===== src/rtl/core/bpdc_pkg.sv =====
// ----------------------------------------------------------------------------
// bpdc_pkg
// Shared types and constants for the Bezier point evaluator: beat formats,
// operation codes, fixed-point widths and the per-cell control bundle.
// ----------------------------------------------------------------------------
package bpdc_pkg;

    // Fixed-point layout: coordinates Q16.16, parameter t unsigned Q1.16
    localparam int COORD_W   = 32;
    localparam int FRAC_BITS = 16;
    localparam int T_W       = FRAC_BITS + 1;
    localparam int CFG_W     = 4;
    localparam int IDX_W     = 3;

    // t of exactly 1.0
    localparam logic [T_W-1:0] T_ONE = T_W'(1) << FRAC_BITS;

    // Operation codes
    localparam logic OP_WRITE = 1'b0;
    localparam logic OP_EVAL  = 1'b1;

    // Reset value of the point count register
    localparam logic [CFG_W-1:0] POINT_COUNT_RST = CFG_W'(4);

    typedef struct packed {
        logic                       operation;
        logic [IDX_W-1:0]           point_index;
        logic signed [COORD_W-1:0]  point_x;
        logic signed [COORD_W-1:0]  point_y;
        logic [T_W-1:0]             t_value;
    } t_in_beat;

    typedef struct packed {
        logic signed [COORD_W-1:0]  curve_x;
        logic signed [COORD_W-1:0]  curve_y;
    } t_out_beat;

    // Control shared by every cell of the row
    typedef struct packed {
        logic load;   // copy the stored control point into the work point
        logic mul;    // form t * (next - own) for this round
        logic acc;    // add the scaled difference to the work point
    } t_cell_ctrl;

endpackage


===== src/rtl/core/bpdc_cell.sv =====
// ----------------------------------------------------------------------------
// bpdc_cell
// One cell of the interpolation row. Holds one control point and one work
// point, and per round replaces its work point with the lerp toward the work
// point of its right-hand neighbor.
// ----------------------------------------------------------------------------
module bpdc_cell (
    input  logic                                   i_clk,
    input  logic                                   i_rst_n,
    input  bpdc_pkg::t_cell_ctrl                   i_ctrl,
    input  logic                                   i_wr,
    input  logic signed [bpdc_pkg::COORD_W-1:0]    i_wr_x,
    input  logic signed [bpdc_pkg::COORD_W-1:0]    i_wr_y,
    input  logic [bpdc_pkg::T_W-1:0]               i_t,
    input  logic signed [bpdc_pkg::COORD_W-1:0]    i_next_x,
    input  logic signed [bpdc_pkg::COORD_W-1:0]    i_next_y,
    output logic signed [bpdc_pkg::COORD_W-1:0]    o_work_x,
    output logic signed [bpdc_pkg::COORD_W-1:0]    o_work_y
);
    import bpdc_pkg::*;

    localparam int DIFF_W = COORD_W + 1;
    localparam int PROD_W = DIFF_W + T_W + 1;

    logic signed [COORD_W-1:0] r_ctrl_x, r_ctrl_y;
    logic signed [COORD_W-1:0] r_work_x, r_work_y;
    logic signed [COORD_W-1:0] r_prod_x, r_prod_y;

    logic signed [DIFF_W-1:0]  w_diff_x, w_diff_y;
    logic signed [T_W:0]       w_t_s;
    logic signed [PROD_W-1:0]  w_prod_x, w_prod_y;

    // Exact difference and product; the floored shift is a bit-select
    assign w_diff_x = {i_next_x[COORD_W-1], i_next_x} - {r_work_x[COORD_W-1], r_work_x};
    assign w_diff_y = {i_next_y[COORD_W-1], i_next_y} - {r_work_y[COORD_W-1], r_work_y};
    assign w_t_s    = {1'b0, i_t};
    assign w_prod_x = w_diff_x * w_t_s;
    assign w_prod_y = w_diff_y * w_t_s;

    // Hold the control point; cleared at reset
    always_ff @(posedge i_clk) begin
        if (!i_rst_n) begin
            r_ctrl_x <= '0;
            r_ctrl_y <= '0;
        end else if (i_wr) begin
            r_ctrl_x <= i_wr_x;
            r_ctrl_y <= i_wr_y;
        end
    end

    // Register the scaled difference, low word of floor(prod / 2^FRAC_BITS)
    always_ff @(posedge i_clk) begin
        if (i_ctrl.mul) begin
            r_prod_x <= w_prod_x[FRAC_BITS +: COORD_W];
            r_prod_y <= w_prod_y[FRAC_BITS +: COORD_W];
        end
    end

    // Load or advance the work point
    always_ff @(posedge i_clk) begin
        if (i_ctrl.load) begin
            r_work_x <= r_ctrl_x;
            r_work_y <= r_ctrl_y;
        end else if (i_ctrl.acc) begin
            r_work_x <= r_work_x + r_prod_x;
            r_work_y <= r_work_y + r_prod_y;
        end
    end

    assign o_work_x = r_work_x;
    assign o_work_y = r_work_y;

endmodule


===== config.mk =====
export PLATFORM = sky130hd
export DESIGN_NAME = bpdc_cell
export DESIGN_NICKNAME = d
export VERILOG_FILES = /design/src/rtl/core/bpdc_pkg.sv /design/src/rtl/core/bpdc_cell.sv
export SDC_FILE = /design/constraint.sdc
export NUM_CORES = 2
export LEC_CHECK = 0
export BUFFER_PORTS_ARGS = -buffer_cell sky130_fd_sc_hd__buf_2
export CORE_MARGIN = 5
export CORE_UTILIZATION = 45
export CTS_BUF_LIST = sky130_fd_sc_hd__clkbuf_8
export DETAILED_ROUTE_END_ITERATION = 10
export PLACE_DENSITY = 0.57
export SKIP_CTS_REPAIR_TIMING = 1
export SLEW_MARGIN = 20
export SYNTH_ARGS = -nofsm -noshare
export SYNTH_HDL_FRONTEND = slang
export SYNTH_SLANG_ARGS = --single-unit

===== constraint.sdc =====
create_clock -name i_clk -period 12 [get_ports i_clk]
set_input_delay 1.2 -clock i_clk [delete_from_list [all_inputs] [get_ports i_clk]]
set_output_delay 1.2 -clock i_clk [all_outputs]
set_load 0.1 [all_outputs]

==> results.rst <==
.. list-table::
   :header-rows: 1

   * - Metric
     - Value
   * - Peak per-stage delay on the critical path
     - between 0.6 and 0.7 ns
   * - Setup repair after global routing missed its margin
     - no
   * - Measured slew at the worst slew-check pin
     - roughly 1.1 ns
   * - Total clock buffers created by CTS
     - 17
   * - Total iterations of the first detailed-routing run
     - 5
   * - Fraction of layout cells with a size suffix above 1
     - 0.06749
   * - Iteration-0 DRC count of the detailed router
     - 1,534
   * - Number of instances in the synthesized netlist
     - ~5,500
   * - Number of sinks on the clock net
     - approximately 190
   * - Footprint of the flip-flops and latches
     - 5125 um^2
   * - H-tree levels
     - 4
   * - Min cycle time layout
     - between 10 and 15 ns
   * - Kind of capture point of the worst setup path
     - flip-flop
   * - Vias in the first global route
     - 38,690
   * - Synthesis-to-layout area growth
     - 6.538%
   * - Placement Rows
     - ~120
   * - Max Clock Freq
     - 99.58 MHz
   * - Placeable core region
     - 110,400 um^2
   * - Wire length of the first global-routing pass
     - just over 200 mm
   * - All-layer global routing usage
     - 0.2222
   * - Slew headroom
     - 0.2316
   * - Dominant register cell in the synthesized netlist
     - edfxtp_1
   * - Area share of the largest cell type after synthesis
     - 0.4142
   * - Vias per inst
     - 5.040
   * - Weighted congestion reported at the end of routability-driven placement
     - roughly 0.84
   * - End-of-flow core utilization
     - 0.4814
   * - Starting utilization of the core area
     - 0.4519
   * - Clk_skew
     - 0.04170 ns
   * - Part of the Yosys area used for sequential elements
     - 0.1028
   * - Reg clk slew, reported paths
     - 0.15 ns
   * - Post-Syn Nets
     - approximately 7,000
   * - Post-Synthesis Mean Instance Area
     - between 9 and 10 um^2
   * - Total Negative Setup Slacks
     - 0 ns
   * - Largest area contributor in the synthesized netlist
     - fa_1
   * - Fillers
     - around 11,000
   * - Post-DR wirelength/cell
     - 17.71 um
   * - Total gr overflow
     - 0
   * - Final wirelength
     - about 130 mm
   * - Critical path type
     - in -> reg
   * - Detailed-placement wirelength estimate
     - 99.01 mm
   * - Die Footprint
     - ~120,000 um^2
   * - CTS tree
     - built
   * - Floorplan die width
     - ~340 um
   * - Die height
     - approximately 340 um
   * - Yosys Warn Count
     - 0
   * - Clock latency reported for the late side of the worst-skew pair
     - 0.62 ns
   * - Number of setup violations in the final report
     - 0
   * - Maximum fanout count along the critical path
     - 5
   * - Largest net degree at the start of global routing
     - a little under 70
   * - Antenna violations before repair
     - 6
   * - Number of placed instances, taps included
     - 7,057
   * - Outcome
     - complete, no violations
   * - Number of nets in the finished design
     - approximately 7,000
   * - Summed instance area of the synthesized netlist
     - about 50,000 um^2
   * - Critical-path cell with the highest stage delay
     - o311ai_1
   * - Multi-input combinational cell area
     - 39,150 um^2
   * - Register bit total from synthesis
     - about 190
   * - Critical path arrival
     - just over 10 ns
   * - Final standard cell count with taps included and fillers excluded
     - ~7,100
   * - Hold violation count in the final report
     - 0
   * - Post-synth EDFFs
     - around 130
   * - Async set or reset register ratio after synthesis
     - 0
   * - Root buffer cell
     - clkbuf_8
   * - Final routed DRC violation total
     - 0
   * - Synth cell count leaders
     - inv_1 (1,311), fa_1 (1,032), nand2_1 (643)
   * - Crit-path most repeated cell
     - fa_1
   * - Number of max-capacitance violations reported
     - 0
   * - Final slew viol count
     - 0
   * - Class of the tightest hold or removal check
     - reg -> reg
   * - Post-route ant nets
     - 0
   * - Clock tree buffer depth
     - 2
   * - Ranking of synthesized cells by area
     - fa_1 (41%), inv_1 (9.9%), ha_1 (8.7%)
   * - Number of port buffers
     - 214
   * - Number of primary I/O pins
     - 215
   * - Type of element launching the critical path
     - input port
   * - Period Utilization, post-route
     - 0.8369
   * - Unique masters post-synth
     - 76
   * - Data required time of the worst path
     - 12.34 ns
   * - Via count
     - ~36,000
   * - Most used standard cell by instance count after synthesis
     - inv_1
-- state kept, by name (all words and copies together) (netlist names) --
name      cells
o_work_x     32
r_ctrl_x     32
o_work_y     32
r_prod_x     32
r_prod_y     32
r_ctrl_y     32
-- through the flow --
stage | setup WS (ns) | hold WS [ns] | cell area (um^2)
floorplan | 2.487 | 0.4766 | 49870
global placement | 1.491 | 0.4974 | 52730
detailed placement | 1.320 | 0.5028 | 52730
CTS | 1.997 | 0.5041 | 53110
global route | 1.393 | 0.5327 | 53130
finish | 1.957 | 0.5021 | 53130
-- routing by layer --
metal | share of wire | global-route usage | up-vias
met5 | 0.00019 | 0 | -
met4 | 0.024 | 0.05700 | 4
met3 | 0.038 | 0.02674 | 144
met2 | 0.51 | 0.3945 | 636
met1 | 0.43 | 0.2900 | 18380
li1 | - | - | 16580
-- layout make-up --
cell class	instances	share of cell area
Inverter	1312	0.09269
Clock inverter	13	0.002237
Multi-Input combinational cell	3771	0.7367
Clock buffer	19	0.004922
Antenna cell	3	0.0001413
Timing Repair Buffer	294	0.03179
Tap cell	1488	0.03504
Sequential cell	192	0.09645
-- path summary, 6_finish.rpt --
| check | startpoint | end | slack [ns] | depth (start not counted) |
|---|---|---|---|---|
| hold reg to reg | r_ctrl_x[4] | o_work_x[4] | 0.50 | 2 |
| setup / recovery | i_next_x[0] | r_prod_x[31] | 1.96 | 34 |
| hold / removal | r_ctrl_x[4] | o_work_x[4] | 0.50 | 2 |
| setup reg to reg | o_work_x[1] | r_prod_x[31] | 2.10 | 36 |
-- cells by family (layout without fill, tap and decap cells) --
logic type | after synthesis | after routing | share of synthesized area
muxes | 86 | 86 | 0.01744
adders and majority gates | 1378 | 1378 | 0.5011
other | 0 | 3 | 0
and+or+nand+nor | 1591 | 1591 | 0.1628
buffers and inverters | 1533 | 1638 | 0.1156
DFF | 192 | 192 | 0.1028
AOI/OAI and AO/OA | 527 | 527 | 0.06661
xor gates and xnor gates | 189 | 189 | 0.03374
-- worst max-delay path, delay by kind of cell --
kind,cells,cell delay [ns]
AO/OA/AOI/OAI,13,3.43
XOR/XNOR,2,0.73
adder cells (fa/ha/maj),9,4.04
buffers and inverters,5,0.25
AND/OR/NAND/NOR,5,0.73
-- placed cells by master, fill, tap and decap left out, drive strengths merged, types with 8 or more instances in the layout --
| cell type | instances |
|---|---|
| inv | 1319 |
| fa | 1032 |
| nand2 | 644 |
| and2 | 514 |
| ha | 346 |
| buf | 294 |
| nor2b | 170 |
| a21oi | 163 |
| o21ai | 139 |
| xnor2 | 129 |
| edfxtp | 128 |
| nor2 | 86 |
| mux2i | 79 |
| a21o | 72 |
| nand2b | 66 |
| dfxtp | 64 |
| xor2 | 58 |
| o21a | 37 |
| o21bai | 25 |
| nand3 | 25 |
| nor3 | 22 |
| clkbuf | 19 |
| nand4 | 12 |
| o211ai | 11 |
| a31oi | 11 |
| and3 | 10 |
| a211oi | 10 |
| or3 | 9 |
| or2 | 8 |
Power is left out: the tool's default activity adds up to more than one toggle a clock period on the data nets, which glitch-free logic cannot reach.
